`src/hdl/sliding_window_transport_engine_defines.svh`:
```
// ----------------------------------------------------------------------------
// Sliding window transport engine: assertion macros
// Shared assertion forms for the engine's RTL checks.
// ----------------------------------------------------------------------------
`ifndef SLIDING_WINDOW_TRANSPORT_ENGINE_DEFINES_SVH
`define SLIDING_WINDOW_TRANSPORT_ENGINE_DEFINES_SVH

// Consequent holds in the same cycle as the antecedent.
`define SWTE_ASSERT_SAME(label, clk, rst, ante, cons) \
   label: assert property (@(posedge clk) disable iff (rst) (ante) |-> (cons)) \
      else $error("swte assertion failed");

// Consequent holds in the cycle after the antecedent.
`define SWTE_ASSERT_NEXT(label, clk, rst, ante, cons) \
   label: assert property (@(posedge clk) disable iff (rst) (ante) |=> (cons)) \
      else $error("swte assertion failed");

`endif

```
`src/hdl/swte_pkg.sv`:
```
// ----------------------------------------------------------------------------
// swte_pkg
// Shared constants, codes and types of the sliding window transport engine.
// ----------------------------------------------------------------------------
package swte_pkg;

   localparam int RECEIVE_DEPTH_DEF = 32;

   localparam int SEQ_W       = 32;
   localparam int REQ_DATA_W  = 72;   // 65 field bits padded to whole bytes
   localparam int RSP_DATA_W  = 64;
   localparam int OP_W        = 2;
   localparam int KIND_W      = 3;
   localparam int CSR_INDEX_W = 1;
   localparam int CSR_DATA_W  = 16;
   localparam int TIMER_W     = 16;
   localparam int WINDOW_W    = 8;

   // register indexes
   localparam logic [CSR_INDEX_W-1:0] CSR_TIMEOUT = 1'd0;
   localparam logic [CSR_INDEX_W-1:0] CSR_WINDOW  = 1'd1;

   // request kinds
   localparam logic [OP_W-1:0] OP_HEADER = 2'd0;
   localparam logic [OP_W-1:0] OP_LOCAL  = 2'd1;
   localparam logic [OP_W-1:0] OP_TICK   = 2'd2;
   localparam logic [OP_W-1:0] OP_UNUSED = 2'd3;

   // response kinds
   localparam logic [KIND_W-1:0] KIND_DELIVER    = 3'd0;
   localparam logic [KIND_W-1:0] KIND_ACK        = 3'd1;
   localparam logic [KIND_W-1:0] KIND_SEND       = 3'd2;
   localparam logic [KIND_W-1:0] KIND_RETRANSMIT = 3'd3;
   localparam logic [KIND_W-1:0] KIND_DROPPED    = 3'd4;

   localparam logic [TIMER_W-1:0]  TIMEOUT_RESET = 16'd1000;
   localparam logic [WINDOW_W-1:0] WINDOW_RESET  = 8'd20;
   localparam logic [SEQ_W-1:0]    SEQ_RESET     = 32'd1;

   typedef struct packed {
      logic [SEQ_W-1:0] a;
      logic [SEQ_W-1:0] b;
   } alu_req_type;

   typedef struct packed {
      logic [SEQ_W-1:0] diff;   // a - b, modulo 2^32
      logic             ge;     // a >= b, unsigned
      logic             eq;     // a == b
   } alu_rsp_type;

endpackage

```
`src/hdl/swte_ram.sv`:
```
// ----------------------------------------------------------------------------
// swte_ram
// Generic single write port, single read port RAM with registered read data.
// ----------------------------------------------------------------------------
module swte_ram #(
   parameter int WIDTH = 1,
   parameter int DEPTH = 32
) (
   input  logic                     clock,
   input  logic                     wr_en,
   input  logic [$clog2(DEPTH)-1:0] wr_addr,
   input  logic [WIDTH-1:0]         wr_data,
   input  logic [$clog2(DEPTH)-1:0] rd_addr,
   output logic [WIDTH-1:0]         rd_data
);

   logic [WIDTH-1:0] mem_ff [DEPTH];
   logic [WIDTH-1:0] rd_data_ff;

   always_ff @(posedge clock) begin
      if (wr_en) begin
         mem_ff[wr_addr] <= wr_data;
      end
      rd_data_ff <= mem_ff[rd_addr];
   end

   assign rd_data = rd_data_ff;

endmodule

```
`src/hdl/swte_alu.sv`:
```
// ----------------------------------------------------------------------------
// swte_alu
// Shared 32-bit subtract and compare unit used by the ack, packet, window and tick steps.
// ----------------------------------------------------------------------------
module swte_alu (
   input  swte_pkg::alu_req_type req,
   output swte_pkg::alu_rsp_type rsp
);
   import swte_pkg::*;

   logic [SEQ_W:0] wide_diff;

   assign wide_diff = {1'b0, req.a} - {1'b0, req.b};

   always_comb begin
      rsp.diff = wide_diff[SEQ_W-1:0];
      rsp.ge   = ~wide_diff[SEQ_W];
      rsp.eq   = (wide_diff[SEQ_W-1:0] == '0);
   end

endmodule

```
`src/hdl/sliding_window_transport_engine.sv`:
```
// Flow: one transaction in work at a time. A header with data takes the ack, packet, read and
// check steps, a read and check again per in-order packet delivered, then the window step; a
// header without data the ack step, a local segment the window step, a tick the tick step;
// an unused op ends in idle. A stalled result in the output register holds the sequencer.
// A final header or local result is registered in the window step, a retransmit in the tick
// step. Reset is synchronous; a clearing pass then zeroes the presence RAM.
// ----------------------------------------------------------------------------
// sliding_window_transport_engine
// Header-level selective repeat engine with cumulative ack and retransmit timer.
// ----------------------------------------------------------------------------
`include "sliding_window_transport_engine_defines.svh"

module sliding_window_transport_engine #(
   parameter int RECEIVE_DEPTH = swte_pkg::RECEIVE_DEPTH_DEF
) (
   input  logic                               clock,
   input  logic                               reset,

   input  logic                               csr_wr_en,
   input  logic [swte_pkg::CSR_INDEX_W-1:0]   csr_index,
   input  logic [swte_pkg::CSR_DATA_W-1:0]    csr_wdata,

   input  logic                               req_tvalid,
   output logic                               req_tready,
   // pkt_num [31:0], ack_number [63:32], data_waiting [64], zero pad
   input  logic [swte_pkg::REQ_DATA_W-1:0]    req_tdata,
   // op [1:0]
   input  logic [swte_pkg::OP_W-1:0]          req_tuser,

   output logic                               rsp_tvalid,
   input  logic                               rsp_tready,
   // sequence_res [31:0], ack_value [63:32]
   output logic [swte_pkg::RSP_DATA_W-1:0]    rsp_tdata,
   // kind [2:0]
   output logic [swte_pkg::KIND_W-1:0]        rsp_tuser,
   output logic                               rsp_tlast
);
   import swte_pkg::*;

   localparam int SLOT_W = $clog2(RECEIVE_DEPTH);
   localparam logic [SLOT_W:0]   DEPTH_EXT  = (SLOT_W + 1)'(RECEIVE_DEPTH);
   localparam logic [SLOT_W-1:0] SLOT_LAST  = SLOT_W'(RECEIVE_DEPTH - 1);
   localparam logic [SLOT_W-1:0] SLOT_RESET = SLOT_W'(1);
   localparam logic [SEQ_W-1:0]  DEPTH_WORD = SEQ_W'(RECEIVE_DEPTH);

   typedef enum logic [7:0] {
      S_CLR  = 8'b0000_0001,
      S_IDLE = 8'b0000_0010,
      S_ACK  = 8'b0000_0100,
      S_PKT  = 8'b0000_1000,
      S_RD   = 8'b0001_0000,
      S_CHK  = 8'b0010_0000,
      S_WIN  = 8'b0100_0000,
      S_TICK = 8'b1000_0000
   } state_type;

   state_type            state_ff, state_in;
   logic [OP_W-1:0]      op_ff, op_in;
   logic [SEQ_W-1:0]     pkt_ff, pkt_in;
   logic [SEQ_W-1:0]     ack_ff, ack_in;
   logic                 wait_ff, wait_in;
   logic [TIMER_W-1:0]   timeout_ff, timeout_in;
   logic [WINDOW_W-1:0]  window_ff, window_in;
   logic [SEQ_W-1:0]     send_base_ff, send_base_in;
   logic [SEQ_W-1:0]     next_seq_ff, next_seq_in;
   logic [SEQ_W-1:0]     rcv_base_ff, rcv_base_in;
   logic [SLOT_W-1:0]    rb_slot_ff, rb_slot_in;
   logic                 timer_run_ff, timer_run_in;
   logic [TIMER_W-1:0]   timer_cnt_ff, timer_cnt_in;
   logic                 peer_seen_ff, peer_seen_in;
   logic [SLOT_W-1:0]    clr_ff, clr_in;
   logic                 out_valid_ff, out_valid_in;
   logic [KIND_W-1:0]    out_kind_ff, out_kind_in;
   logic [SEQ_W-1:0]     out_seq_ff, out_seq_in;
   logic [SEQ_W-1:0]     out_ack_ff, out_ack_in;
   logic                 out_last_ff, out_last_in;

   alu_req_type          alu_req;
   alu_rsp_type          alu_rsp;

   logic                 ram_we;
   logic [SLOT_W-1:0]    ram_waddr;
   logic                 ram_wdata;
   logic                 ram_rdata;

   logic                 out_free;
   logic                 emit_go;
   logic                 send_go;
   logic [SEQ_W-1:0]     ack_inc;
   logic [SEQ_W-1:0]     rb_dec;
   logic                 win_ok;
   logic                 in_store;
   logic [SLOT_W:0]      slot_sum;
   logic [SLOT_W-1:0]    pkt_slot;
   logic [TIMER_W:0]     cnt_inc;
   logic [TIMER_W-1:0]   cnt_sat;

   swte_alu u_alu (
      .req (alu_req),
      .rsp (alu_rsp)
   );

   swte_ram #(
      .WIDTH (1),
      .DEPTH (RECEIVE_DEPTH)
   ) u_present (
      .clock   (clock),
      .wr_en   (ram_we),
      .wr_addr (ram_waddr),
      .wr_data (ram_wdata),
      .rd_addr (rb_slot_ff),
      .rd_data (ram_rdata)
   );

   // shared unit operand select
   always_comb begin
      unique case (state_ff)
         S_ACK: begin
            alu_req.a = ack_ff;
            alu_req.b = send_base_ff;
         end
         S_PKT: begin
            alu_req.a = pkt_ff;
            alu_req.b = rcv_base_ff;
         end
         S_WIN: begin
            alu_req.a = next_seq_ff;
            alu_req.b = send_base_ff;
         end
         S_TICK: begin
            alu_req.a = send_base_ff;
            alu_req.b = next_seq_ff;
         end
         default: begin
            alu_req.a = '0;
            alu_req.b = '0;
         end
      endcase
   end

   assign ack_inc  = ack_ff + SEQ_W'(1);
   assign rb_dec   = rcv_base_ff - SEQ_W'(1);
   assign win_ok   = alu_rsp.ge && (alu_rsp.diff[SEQ_W-1:WINDOW_W] == '0) &&
                     (alu_rsp.diff[WINDOW_W-1:0] <= window_ff);
   assign in_store = (alu_rsp.diff < DEPTH_WORD);
   assign slot_sum = {1'b0, rb_slot_ff} + {1'b0, alu_rsp.diff[SLOT_W-1:0]};
   assign pkt_slot = (slot_sum >= DEPTH_EXT) ? SLOT_W'(slot_sum - DEPTH_EXT)
                                             : slot_sum[SLOT_W-1:0];
   assign cnt_inc  = {1'b0, timer_cnt_ff} + (TIMER_W + 1)'(1);
   assign cnt_sat  = cnt_inc[TIMER_W] ? '1 : cnt_inc[TIMER_W-1:0];
   assign out_free = ~out_valid_ff | rsp_tready;

   always_comb begin
      state_in     = state_ff;
      op_in        = op_ff;
      pkt_in       = pkt_ff;
      ack_in       = ack_ff;
      wait_in      = wait_ff;
      timeout_in   = timeout_ff;
      window_in    = window_ff;
      send_base_in = send_base_ff;
      next_seq_in  = next_seq_ff;
      rcv_base_in  = rcv_base_ff;
      rb_slot_in   = rb_slot_ff;
      timer_run_in = timer_run_ff;
      timer_cnt_in = timer_cnt_ff;
      peer_seen_in = peer_seen_ff;
      clr_in       = clr_ff;
      out_valid_in = out_valid_ff & ~rsp_tready;
      out_kind_in  = out_kind_ff;
      out_seq_in   = out_seq_ff;
      out_ack_in   = out_ack_ff;
      out_last_in  = out_last_ff;
      emit_go      = 1'b0;
      send_go      = 1'b0;
      ram_we       = 1'b0;
      ram_waddr    = rb_slot_ff;
      ram_wdata    = 1'b0;

      if (csr_wr_en) begin
         unique case (csr_index)
            CSR_TIMEOUT: timeout_in = csr_wdata;
            CSR_WINDOW:  window_in  = csr_wdata[WINDOW_W-1:0];
         endcase
      end

      unique case (state_ff)
         S_CLR: begin
            ram_we    = 1'b1;
            ram_waddr = clr_ff;
            clr_in    = clr_ff + SLOT_W'(1);
            if (clr_ff == SLOT_LAST) begin
               state_in = S_IDLE;
            end
         end
         S_IDLE: begin
            if (req_tvalid) begin
               op_in   = req_tuser;
               pkt_in  = req_tdata[SEQ_W-1:0];
               ack_in  = req_tdata[2*SEQ_W-1:SEQ_W];
               wait_in = req_tdata[2*SEQ_W];
               unique case (req_tuser)
                  OP_HEADER: state_in = S_ACK;
                  OP_LOCAL:  state_in = S_WIN;
                  OP_TICK:   state_in = S_TICK;
                  OP_UNUSED: state_in = S_IDLE;
               endcase
            end
         end
         S_ACK: begin
            peer_seen_in = 1'b1;
            if (alu_rsp.ge && (ack_ff != '0)) begin
               send_base_in = ack_inc;
               if (ack_inc == next_seq_ff) begin
                  timer_run_in = 1'b0;
               end else begin
                  timer_cnt_in = '0;
               end
            end
            state_in = (pkt_ff == '0) ? S_IDLE : S_PKT;
         end
         S_PKT: begin
            if (alu_rsp.ge && in_store) begin
               ram_we    = 1'b1;
               ram_waddr = pkt_slot;
               ram_wdata = 1'b1;
               state_in  = S_RD;
            end else if (alu_rsp.ge) begin
               // beyond the store: flag dropped, hold until the output frees
               if (out_free) begin
                  emit_go     = 1'b1;
                  out_kind_in = KIND_DROPPED;
                  out_seq_in  = pkt_ff;
                  out_ack_in  = '0;
                  out_last_in = 1'b0;
                  state_in    = S_RD;
               end
            end else begin
               state_in = S_RD;
            end
         end
         S_RD: begin
            state_in = S_CHK;
         end
         S_CHK: begin
            if (ram_rdata) begin
               if (out_free) begin
                  emit_go     = 1'b1;
                  out_kind_in = KIND_DELIVER;
                  out_seq_in  = rcv_base_ff;
                  out_ack_in  = '0;
                  out_last_in = 1'b0;
                  ram_we      = 1'b1;
                  rcv_base_in = rcv_base_ff + SEQ_W'(1);
                  rb_slot_in  = (rb_slot_ff == SLOT_LAST) ? '0 : rb_slot_ff + SLOT_W'(1);
                  state_in    = S_RD;
               end
            end else begin
               state_in = S_WIN;
            end
         end
         S_WIN: begin
            if (op_ff == OP_HEADER) begin
               if (out_free) begin
                  emit_go     = 1'b1;
                  out_last_in = 1'b1;
                  out_ack_in  = rb_dec;
                  if (wait_ff && win_ok) begin
                     send_go     = 1'b1;
                     out_kind_in = KIND_SEND;
                     out_seq_in  = next_seq_ff;
                  end else begin
                     out_kind_in = KIND_ACK;
                     out_seq_in  = '0;
                  end
                  state_in = S_IDLE;
               end
            end else if (peer_seen_ff && win_ok) begin
               if (out_free) begin
                  emit_go     = 1'b1;
                  send_go     = 1'b1;
                  out_kind_in = KIND_SEND;
                  out_seq_in  = next_seq_ff;
                  out_ack_in  = '0;
                  out_last_in = 1'b1;
                  state_in    = S_IDLE;
               end
            end else begin
               state_in = S_IDLE;
            end
         end
         S_TICK: begin
            if (!timer_run_ff) begin
               state_in = S_IDLE;
            end else if (cnt_sat < timeout_ff) begin
               timer_cnt_in = cnt_sat;
               state_in     = S_IDLE;
            end else if (alu_rsp.eq) begin
               timer_cnt_in = '0;
               state_in     = S_IDLE;
            end else if (out_free) begin
               emit_go      = 1'b1;
               out_kind_in  = KIND_RETRANSMIT;
               out_seq_in   = send_base_ff;
               out_ack_in   = '0;
               out_last_in  = 1'b1;
               timer_cnt_in = '0;
               state_in     = S_IDLE;
            end
         end
         default: begin
            state_in = S_IDLE;
         end
      endcase

      if (send_go) begin
         next_seq_in = next_seq_ff + SEQ_W'(1);
         if (!timer_run_ff) begin
            timer_run_in = 1'b1;
            timer_cnt_in = '0;
         end
      end

      if (emit_go) begin
         out_valid_in = 1'b1;
      end
   end

   always_ff @(posedge clock) begin
      if (reset) begin
         state_ff     <= S_CLR;
         timeout_ff   <= TIMEOUT_RESET;
         window_ff    <= WINDOW_RESET;
         send_base_ff <= SEQ_RESET;
         next_seq_ff  <= SEQ_RESET;
         rcv_base_ff  <= SEQ_RESET;
         rb_slot_ff   <= SLOT_RESET;
         timer_run_ff <= 1'b0;
         timer_cnt_ff <= '0;
         peer_seen_ff <= 1'b0;
         clr_ff       <= '0;
         out_valid_ff <= 1'b0;
      end else begin
         state_ff     <= state_in;
         timeout_ff   <= timeout_in;
         window_ff    <= window_in;
         send_base_ff <= send_base_in;
         next_seq_ff  <= next_seq_in;
         rcv_base_ff  <= rcv_base_in;
         rb_slot_ff   <= rb_slot_in;
         timer_run_ff <= timer_run_in;
         timer_cnt_ff <= timer_cnt_in;
         peer_seen_ff <= peer_seen_in;
         clr_ff       <= clr_in;
         out_valid_ff <= out_valid_in;
      end
   end

   always_ff @(posedge clock) begin
      op_ff       <= op_in;
      pkt_ff      <= pkt_in;
      ack_ff      <= ack_in;
      wait_ff     <= wait_in;
      out_kind_ff <= out_kind_in;
      out_seq_ff  <= out_seq_in;
      out_ack_ff  <= out_ack_in;
      out_last_ff <= out_last_in;
   end

   assign req_tready = (state_ff == S_IDLE);
   assign rsp_tvalid = out_valid_ff;
   assign rsp_tdata  = {out_ack_ff, out_seq_ff};
   assign rsp_tuser  = out_kind_ff;
   assign rsp_tlast  = out_last_ff;

   `SWTE_ASSERT_NEXT(a_one_item_at_a_time, clock, reset,
      req_tvalid && req_tready && (req_tuser != OP_UNUSED), !req_tready)
   `SWTE_ASSERT_SAME(a_no_result_overwrite, clock, reset, emit_go, out_free)
   `SWTE_ASSERT_NEXT(a_send_starts_timer, clock, reset, send_go, timer_run_ff)
   `SWTE_ASSERT_NEXT(a_deliver_advances_base, clock, reset,
      state_ff == S_CHK && ram_rdata && out_free,
      rcv_base_ff == $past(rcv_base_ff) + SEQ_W'(1))

endmodule

```
`config.mk`:
```
export PLATFORM = sky130hd
export DESIGN_NAME = sliding_window_transport_engine
export DESIGN_NICKNAME = d
export VERILOG_FILES = /design/src/hdl/swte_pkg.sv /design/src/hdl/swte_ram.sv /design/src/hdl/swte_alu.sv /design/src/hdl/sliding_window_transport_engine.sv
export VERILOG_INCLUDE_DIRS = /design/src /design/src/hdl
export SDC_FILE = /design/constraint.sdc
export NUM_CORES = 1
export LEC_CHECK = 0
export ABC_AREA = 1
export BUFFER_PORTS_ARGS = -buffer_cell sky130_fd_sc_hd__buf_2
export CAP_MARGIN = 15
export CORE_MARGIN = 5
export CORE_UTILIZATION = 50
export DETAILED_ROUTE_END_ITERATION = 8
export PLACE_DENSITY = 0.74
export SLEW_MARGIN = 40
export SYNTH_ARGS = -nofsm -noshare
export SYNTH_HDL_FRONTEND = slang
export SYNTH_HIERARCHICAL = 1
export SYNTH_SLANG_ARGS = --single-unit
```
`constraint.sdc`:
```
create_clock -name clock -period 18.4 [get_ports clock]
set_input_delay 3.68 -clock clock [delete_from_list [all_inputs] [get_ports clock]]
set_output_delay 3.68 -clock clock [all_outputs]
set_load 0.02 [all_outputs]
```
; ---- Word level (Yosys, flattened, before mapping)
; Memories as Yosys holds them, arrays and structs flattened. A register that Yosys moved wholly into a read port is not among the register bits.
; Cells that the tools add are included.
[word_totals]
ff_bits = 292
mem_bits_rw = 32
out_inout_bits = 70
elab_cells = 198
memories = 1
[memory_table]
columns = name, words, width, read_ports, rd_ports_with_merged_regs, wr, line_no
row1 = u_present.mem_ff, 32, 1, 1, 1, 1, swte_ram.sv:17  ; logic [WIDTH-1:0] mem_ff [DEPTH];
[classes]
add_sub_neg = 10
n_lt_le_gt_ge = 4
n_eq_ne = 28
n_mux = 107
bitwise = 6
reduce_logical = 22
[op_table]
columns = operator, count
row1 = two-way mux 32 bit, 24
row2 = one-hot mux 32 bit (4 select lines), 2
row3 = one-hot mux 64 bit (4 select lines), 1
row4 = two-way mux 16 bit, 9
row5 = adder 32 x 1 -> 32 bit (second input constant), 3
row6 = two-way mux 8 bit, 12
row7 = logical NOT 32 bit, 2
row8 = one-hot mux 8 bit (8 select lines), 1
row9 = two-way mux 3 bit, 13
row10 = two-way mux 1 bit, 33
row11 = subtractor 32 x 32 -> 33 bit, 1
row12 = equality test 32 bit, 1
row13 = < comparator 32 x 6 -> 1 bit (second input constant), 1
row14 = one-hot mux 16 bit (2 select lines), 1
row15 = one-hot mux 8 bit (4 select lines), 1
row16 = nonzero test 32 bit, 1
row17 = subtractor 32 x 1 -> 32 bit (second input constant), 1
row18 = logical NOT 24 bit, 1
row19 = inequality test 2 bit (second input constant), 10
row20 = adder 16 x 1 -> 17 bit (second input constant), 1
row21 = < comparator 16 bit, 1
row22 = two-way mux 5 bit, 3
row23 = AND reduction 13 bit, 1
row24 = one-hot mux 3 bit (4 select lines), 1
row25 = other kinds (33), 52

; ---- Longest topological paths before layout
; Gate-level depths: netlist of the first run.
[depth]
word_depth = 12
ltp_mapped = 38
mapped_depth_nobuf = 36

; ---- By module
; Netlist of the first run, hierarchy kept.
[by_module_without_submodules]
columns = mod, instances, cells_each, area_per_inst_um2
row1 = sliding_window_transport_engine, 1, 2471, 17984.7
row2 = swte_alu, 1, 582, 2810.2
row3 = swte_ram, 1, 160, 1555.2

; ---- Least setup slack after synthesis of the first run
; Ideal clock, no wire load.
[synth_timing]
path_kind = register -> register
start = register state_ff[2]
end = register out_ack_ff[0] (enable)
setup_ns = 0.470
arrival_time_ns = 6.568
required_time_ns = 17.930
slack_ns = 11.362
stages_incl_launch_ff = 34
path_cell_list = dfxtp_1 > inv_1 > nand2_1 > nor2_2 > nand2_1 > clkbuf_1 > inv_1 > clkbuf_1 > clkbuf_1 > nand2_1 > o2111ai_1 > inv_1 > ha_1 > fa_1 > inv_1 > nand3_1 > nand2_2 > nand2_1 > nand2_2 > nand2_2 > nand2_2 > nand2_1 > nand2_1 > nand2_1 > clkinv_1 > nor2_2 > or2_2 > nor3_1 > nand2_1 > nor4_2 > nand3_1 > nand3_1 > nand2_1 > a211oi_1
[synth_lines]
columns = item, line_no
row1 = "start, declared", sliding_window_transport_engine.sv:57  ; state_type state_ff, state_in;
row2 = "start signal, assigned", sliding_window_transport_engine.sv:344  ; state_ff <= state_in;
row3 = "end signal, assigned", sliding_window_transport_engine.sv:366  ; out_ack_ff <= out_ack_in;
row4 = "end, declared", sliding_window_transport_engine.sv:75  ; logic [SEQ_W-1:0] out_ack_ff, out_ack_in;

==> metrics.yaml, run 1 <==
worstSetupEndpoint: "timer_cnt_ff[3]$_SDFF_PP0_"
antenna_found_initial: 3
drt_pass1_iterations: 6
synth_top_cell_by_area: "edfxtp_1"
ff2ff_path_depth: 33
postSynthAreaPerCell_um2: 6.96
seqPwrFrac: 0.478
tightestPinTransition_ns: 0.814
wire_per_inst_um: 20.8
drt-total-wl_um: 82100
synthesis.nets: 3380
ff2ff_setup_slack_ns: 10.44
grt.total_usage: 0.320
worstSetupPathType: "register to register"
core_um2: 44200
netlist_top_cells_count: "nand2_1 (848), inv_1 (424), nor2_1 (325)"
cts.path.max_buffers: 3
yosys_warnings: 6
hold_viol: 0
final_antenna_net_count: 0
dieHeight_um: 221
instances_no_fill: 3940
power.internal_uw: 1250
htreeDepth: 2
combPwrFrac: 0.041
arrival_ns: 8.37
synth_cell_types: 61
die_area_um2: 49000
synth_area_um2: 22400
cp_top_family: "simple AND/OR/NAND/NOR gates"
synthTopCellsByArea: "edfxtp_1 (22%), nand2_1 (14%), dfxtp_1 (14%)"
synth_edf_count: 167
setup_violations: 0
dr.first_iter.drc_count: 3097
grt_pass1_vias: 20999
cts_buffers: 37
crit_fanout: 40
period_needed_ns: 7.96
synth_cells: 3213
clock_power_share: 0.481
crit_path_max_incr_delay_ns: 0.62
port_buffers: 158
synth_flop_cell: "edfxtp_1"
cts_setup_buffers: 0
path_buf_inv: 8
cts_hold_buf: 0
clock_latency_ns: 0.57
hp-class: "register to register"
root_buffer: "clkbuf_16"
power.density_nw_per_um2: 65.0
synth-seq-cells: 325
cpMostUsedCell: "nand2_1"
drc: 0
vias_per_cell: 5.83
cts_sinks: 325
dp.final_hpwl_um: 62600
place_congestion: 1.05
routed-via-count: 22981
tritoncts: "yes"
areaGrowthSynthToFinish_pct: 11.5
cp-startpoint: "state_ff[1]$_SDFFE_PP0P_"
netSwitchingFraction: 0.226
cp.depth: 33
cp_data_required_time_ns: 18.81
drv_slew: 0
whs_ns: 0.461
post_cts_resized: 0
ir_drop_mv: 0.0766
clkTransAtPathRegs_ns: 0.06
rr_endpoint: "timer_cnt_ff[3]$_SDFF_PP0_"
start_util: 0.505
seq_area_frac_synth: 0.366
async_flop_share: 0
die_w_um: 221
p_leak_uw: 0.0105
critPathLaunchType: "register"
timing.setup.tns_ns: 0
ios: 166
status: "completed"
synth_top_cell_area_share: 0.224
drv_cap: 0
antennaDiodeCount: 0
slew_headroom: 0.457
cp_slowest_cell: "clkinv_1"
grt-ovfl-total: 0
rr_startpoint: "state_ff[1]$_SDFFE_PP0P_"
layout.nets: 3486
fmax_mhz: 126
end_kind: "register"
finClkSkew_ns: 0.0243
num_rows: 77
yosysMostFrequentCell: "nand2_1"
p_sw_uw: 367
post-route-period-util: 0.433
rsz0062_at_grt: "false"
grt_pass1_wl_um: 125000
grt_max_degree: 66
drive_above_1_share: 0.108
dp.cells: 3872
nFillCells: 4347
cell type report:
type,instances,area [um2],share of cell area
timing repair buffer,183,982,0.0394
clock inverter,18,199,0.00798
clock buffer,50,1070,0.0429
tap,592,741,0.0297
sequential,325,8180,0.328
inverter,439,1650,0.0663
multi-input combinational,2333,12100,0.485
layer usage:
| layer | vias up | global-route usage | share of wire |
|---|---|---|---|
| met5 | - | 0 | 0.00050 |
| met4 | 6 | 0.158 | 0.060 |
| met3 | 271 | 0.0598 | 0.10 |
| met2 | 1265 | 0.488 | 0.43 |
| met1 | 10474 | 0.439 | 0.41 |
| li1 | 10965 | - | - |
worst min-delay path by stage:
stage / startpoint / end / slack [ns] / depth (start not counted)
finish: clr_ff[3]$_SDFFE_PP0N_ / clr_ff[3]$_SDFFE_PP0N_ / 0.46 / 1
global route: timer_run_ff$_SDFF_PP0_ / timer_run_ff$_SDFF_PP0_ / 0.49 / 2
CTS: clr_ff[3]$_SDFFE_PP0N_ / clr_ff[3]$_SDFFE_PP0N_ / 0.46 / 1
detailed placement: clr_ff[3]$_SDFFE_PP0N_ / clr_ff[3]$_SDFFE_PP0N_ / 0.45 / 1
global placement: clr_ff[3]$_SDFFE_PP0N_ / clr_ff[3]$_SDFFE_PP0N_ / 0.44 / 1
floorplan: clr_ff[3]$_SDFFE_PP0N_ / clr_ff[3]$_SDFFE_PP0N_ / 0.43 / 1
worst register-to-register path: cells and delay by family (launching register included):
| kind | cells | cell delay (ns) |
|---|---|---|
| flip-flops | 1 | 0.37 |
| buffers and inverters | 8 | 2.12 |
| adder cells (fa/ha/maj) | 2 | 0.72 |
| AO/OA/AOI/OAI | 3 | 0.77 |
| AND/OR/NAND/NOR | 20 | 3.84 |
sequential cells by signal, indices dropped and copies added, names as in the netlist, 2 cells and up:
name,cells
ack_ff,32
next_seq_ff,32
out_ack_ff,32
out_seq_ff,32
pkt_ff,32
rcv_base_ff,32
send_base_ff,32
u_present/mem_ff,32
timeout_ff,16
timer_cnt_ff,16
state_ff,8
window_ff,8
clr_ff,5
rb_slot_ff,5
rsp_tuser,3
op_ff,2
cell usage in the layout, fill, tap and decap left out, types with 4 or more instances in the layout:
master,Yosys,final
nand2_1,848,847
inv_1,424,421
nor2_1,325,320
nand3_1,260,259
a21oi_1,188,188
edfxtp_1,167,167
buf_2,10,158
dfxtp_1,158,157
o21ai_0,122,122
nor3_1,81,81
ha_1,69,69
nand4_1,68,68
xor2_1,52,52
o2111ai_1,52,51
nand2_2,40,41
clkbuf_16,0,40
o221ai_1,38,38
buf_4,3,24
nor4_1,23,23
nor2_2,15,18
o211ai_1,14,14
a21oi_2,14,14
a31oi_1,13,13
nand3b_1,13,13
clkinv_1,8,11
a211oi_1,12,11
inv_2,6,9
nand3_2,6,7
nor2_4,5,7
o21ai_1,7,7
xnor2_1,7,7
clkinv_2,0,7
clkbuf_1,95,7
a22oi_1,5,5
o21bai_1,5,5
nor3b_1,5,5
or2_2,4,4
and2_1,4,4
o311ai_0,5,4
bufinv_16,0,4
cell families after synthesis:
logic type               synth area share
AO/OA/AOI/OAI                       0.134
AND/OR/NAND/NOR                     0.337
adder cells (fa/ha/maj)            0.0404
buffers and inverters              0.0966
XOR/XNOR                           0.0261
flip-flops                          0.366
stage by stage:
stage	util	area (um2)	power (uW)	worst slack, ns
6_report	0.564	24900	1620	10.44
5_1_grt	0.564	24900	1670	10.18
4_1_cts	0.563	24900	1630	10.80
3_5_place_dp	0.535	23600	855	10.85
3_3_place_gp	0.534	23600	853	10.75
2_1_floorplan	-	22400	828	11.36
power groups by stage:
stage	Sequential (uW)	Clock [uW]	Combinational, uW
2_1_floorplan	787	0	41.0
3_3_place_gp	789	0	64.3
3_5_place_dp	789	0	65.6
4_1_cts	774	790	66.1
5_1_grt	774	821	74.6
6_report	774	780	66.7
Note: power is estimated with default switching activity, not from simulation.
==> run 2: changes to the inputs <==
--- a/config.mk
+++ b/config.mk
@@ -12,7 +12,7 @@
 export CORE_MARGIN = 5
 export CORE_UTILIZATION = 50
 export DETAILED_ROUTE_END_ITERATION = 8
-export PLACE_DENSITY = 0.74
+export PLACE_DENSITY = 0.77
 export SLEW_MARGIN = 40
 export SYNTH_ARGS = -nofsm -noshare
 export SYNTH_HDL_FRONTEND = slang
==> constraint.sdc (replaced) <==
create_clock -name clock -period 6.6 [get_ports clock]
set_input_delay 1.32 -clock clock [delete_from_list [all_inputs] [get_ports clock]]
set_output_delay 1.32 -clock clock [all_outputs]
set_load 0.02 [all_outputs]
==> metrics.yaml, run 2 (same netlist as run 1, synthesis figures left out) <==
grt.total_usage: 0.318  # -0.00241
grt_use_met1: 0.411  # -0.0271
power.internal_uw: 3410  # +170%
rsz0062_at_grt: "false"
grt_pass1_wl_um: 124000  # -0.89%
nFillCells: 4287  # -1.4%
clock_power_share: 0.471  # -0.010
crit_fanout: 55  # +38%
drive_above_1_share: 0.112  # +0.00424
cp-startpoint: "state_ff[1]$_SDFFE_PP0P_"
cp_data_required_time_ns: 6.85  # -11.96 ns
ios: 166  # unchanged
die_area_um2: 49000  # unchanged
htreeDepth: 2  # unchanged
clock_latency_ns: 0.57  # about the same
period_needed_ns: 5.79  # -2.18 ns
hp-class: "register to register"
combPwrFrac: 0.042  # about the same
fin_ws_ns: 0.814  # -9.62 ns
root_buffer: "clkbuf_16"
num_rows: 77  # unchanged
dpl_worst_slack_ns: 0.989  # -9.86 ns
drv_slew: 0  # unchanged
core_um2: 44200  # unchanged
cts_setup_buffers: 0  # unchanged
final_antenna_net_count: 0  # unchanged
p_sw_uw: 1020  # +180%
cts.path.max_buffers: 3  # unchanged
cp_slowest_cell: "buf_4"
start_util: 0.505  # unchanged
grt-ovfl-total: 0  # unchanged
tightestPinTransition_ns: 0.791  # -0.0224 ns
cpMostUsedCell: "nand2_1"
dp.final_hpwl_um: 63100  # +0.75%
vias_per_cell: 5.83  # about the same
ff2ff_setup_slack_ns: 0.81  # -9.62 ns
status: "completed"
power.density_nw_per_um2: 177  # +170%
drv_cap: 0  # unchanged
grt_busiest_layer: "met2"
post_cts_resized: 0  # unchanged
rr_endpoint: "u_present/mem_ff[11]$_DFFE_PP_"
crit_path_max_incr_delay_ns: 0.55  # -0.07 ns
grt_pass1_vias: 21303  # +1.4%
netSwitchingFraction: 0.231  # +0.00473
setup_violations: 0  # unchanged
ff2ff_path_depth: 30  # -9.1%
worstSetupEndpoint: "u_present/mem_ff[11]$_DFFE_PP_"
ir_drop_mv: 0.210  # +170%
antenna_found_initial: 2  # -1
cts_sinks: 325  # unchanged
slew_headroom: 0.465  # +0.00752
cts_buffers: 38  # +2.7%
final_cell_mix: "nand2_1 (847), inv_1 (423), nor2_1 (319)"
final_common_cell: "nand2_1"
post-route-period-util: 0.877  # +0.444
clkTransAtPathRegs_ns: 0.06  # about the same
layout.nets: 3502  # +0.46%
port_buffers: 158  # unchanged
drt-total-wl_um: 81900  # -0.27%
arrival_ns: 6.04  # -2.33 ns
fmax_mhz: 173  # +38%
end_kind: "register"
tritoncts: "yes"
worstSetupPathType: "register to register"
critPathLaunchType: "register"
timing.setup.tns_ns: 0  # unchanged
hold_viol: 0  # unchanged
die_w_um: 221  # unchanged
rr_startpoint: "state_ff[1]$_SDFFE_PP0P_"
p_leak_uw: 0.0106  # +0.62%
dr.first_iter.drc_count: 2932  # -5.3%
drc: 0  # unchanged
grt_max_degree: 56  # -15%
grtUsageMet2: 0.507  # +0.0191
cts_hold_buf: 0  # unchanged
grt_use_met3: 0.0770  # +0.0172
dieHeight_um: 221  # unchanged
drt_pass1_iterations: 6  # unchanged
wire_per_inst_um: 20.7  # -0.70%
routed-via-count: 23087  # +0.46%
seqPwrFrac: 0.487  # +0.009
place_congestion: 1.02  # -2.4%
areaGrowthSynthToFinish_pct: 11.7
finClkSkew_ns: 0.0218  # -0.00250 ns
[run 2: area by class of cell]
cell class | instances | area, um2 | share of cell area
Clock inverter | 27 | 219 | 0.00877
Antenna cell | 1 | 2.50 | 0.000100
Tap cell | 592 | 741 | 0.0297
Sequential cell | 325 | 8180 | 0.328
Clock buffer | 42 | 997 | 0.0399
Timing Repair Buffer | 198 | 1100 | 0.0442
Inverter | 439 | 1660 | 0.0663
Multi-Input combinational cell | 2333 | 12100 | 0.484
[run 2: worst min path at each step]
stage | start | to | slack (ns) | cells after the start
floorplan | clr_ff[3]$_SDFFE_PP0N_ | clr_ff[3]$_SDFFE_PP0N_ | 0.43 | 1
global placement | clr_ff[3]$_SDFFE_PP0N_ | clr_ff[3]$_SDFFE_PP0N_ | 0.44 | 1
detailed placement | clr_ff[3]$_SDFFE_PP0N_ | clr_ff[3]$_SDFFE_PP0N_ | 0.45 | 1
CTS | timeout_ff[11]$_SDFFE_PP0P_ | timeout_ff[11]$_SDFFE_PP0P_ | 0.46 | 2
global route | rcv_base_ff[30]$_SDFFE_PP0P_ | rcv_base_ff[30]$_SDFFE_PP0P_ | 0.49 | 2
finish | timeout_ff[12]$_SDFFE_PP0P_ | timeout_ff[12]$_SDFFE_PP0P_ | 0.46 | 2
[run 2: routing by layer]
layer  vias up  wire length [um]
li1      10994                 -
met1     10599             32600
met2      1290             36400
met3       200              8740
met4         4              3950
met5         -               102
[run 2: worst max-delay path: cells and delay by family (launching register included)]
kind	cells	cell delay [ns]
AOI/OAI and AO/OA	2	0.33
adders and majority gates	2	0.69
buffers and inverters	5	1.31
DFF	1	0.35
and+or+nand+nor	21	2.76
[run 2: through the flow]
stage | area (um2) | total power, uW | hold slack, ns | utilization | std cells
2_1_floorplan | 22400 | 2310 | 0.426 | - | 3213
3_3_place_gp | 23700 | 2380 | 0.440 | 0.537 | 3887
3_5_place_dp | 23800 | 2380 | 0.447 | 0.537 | 3887
4_1_cts | 25000 | 4450 | 0.463 | 0.565 | 3956
5_1_grt | 25000 | 4570 | 0.492 | 0.565 | 3956
6_report | 25000 | 4430 | 0.462 | 0.565 | 3957
[run 2: power by group through the flow]
stage / clock, uW / sequential (uW) / combinational [uW]
finish: 2090 / 2160 / 186
global route: 2200 / 2160 / 208
CTS: 2110 / 2160 / 183
detailed placement: 0 / 2200 / 181
global placement: 0 / 2200 / 179
floorplan: 0 / 2190 / 114
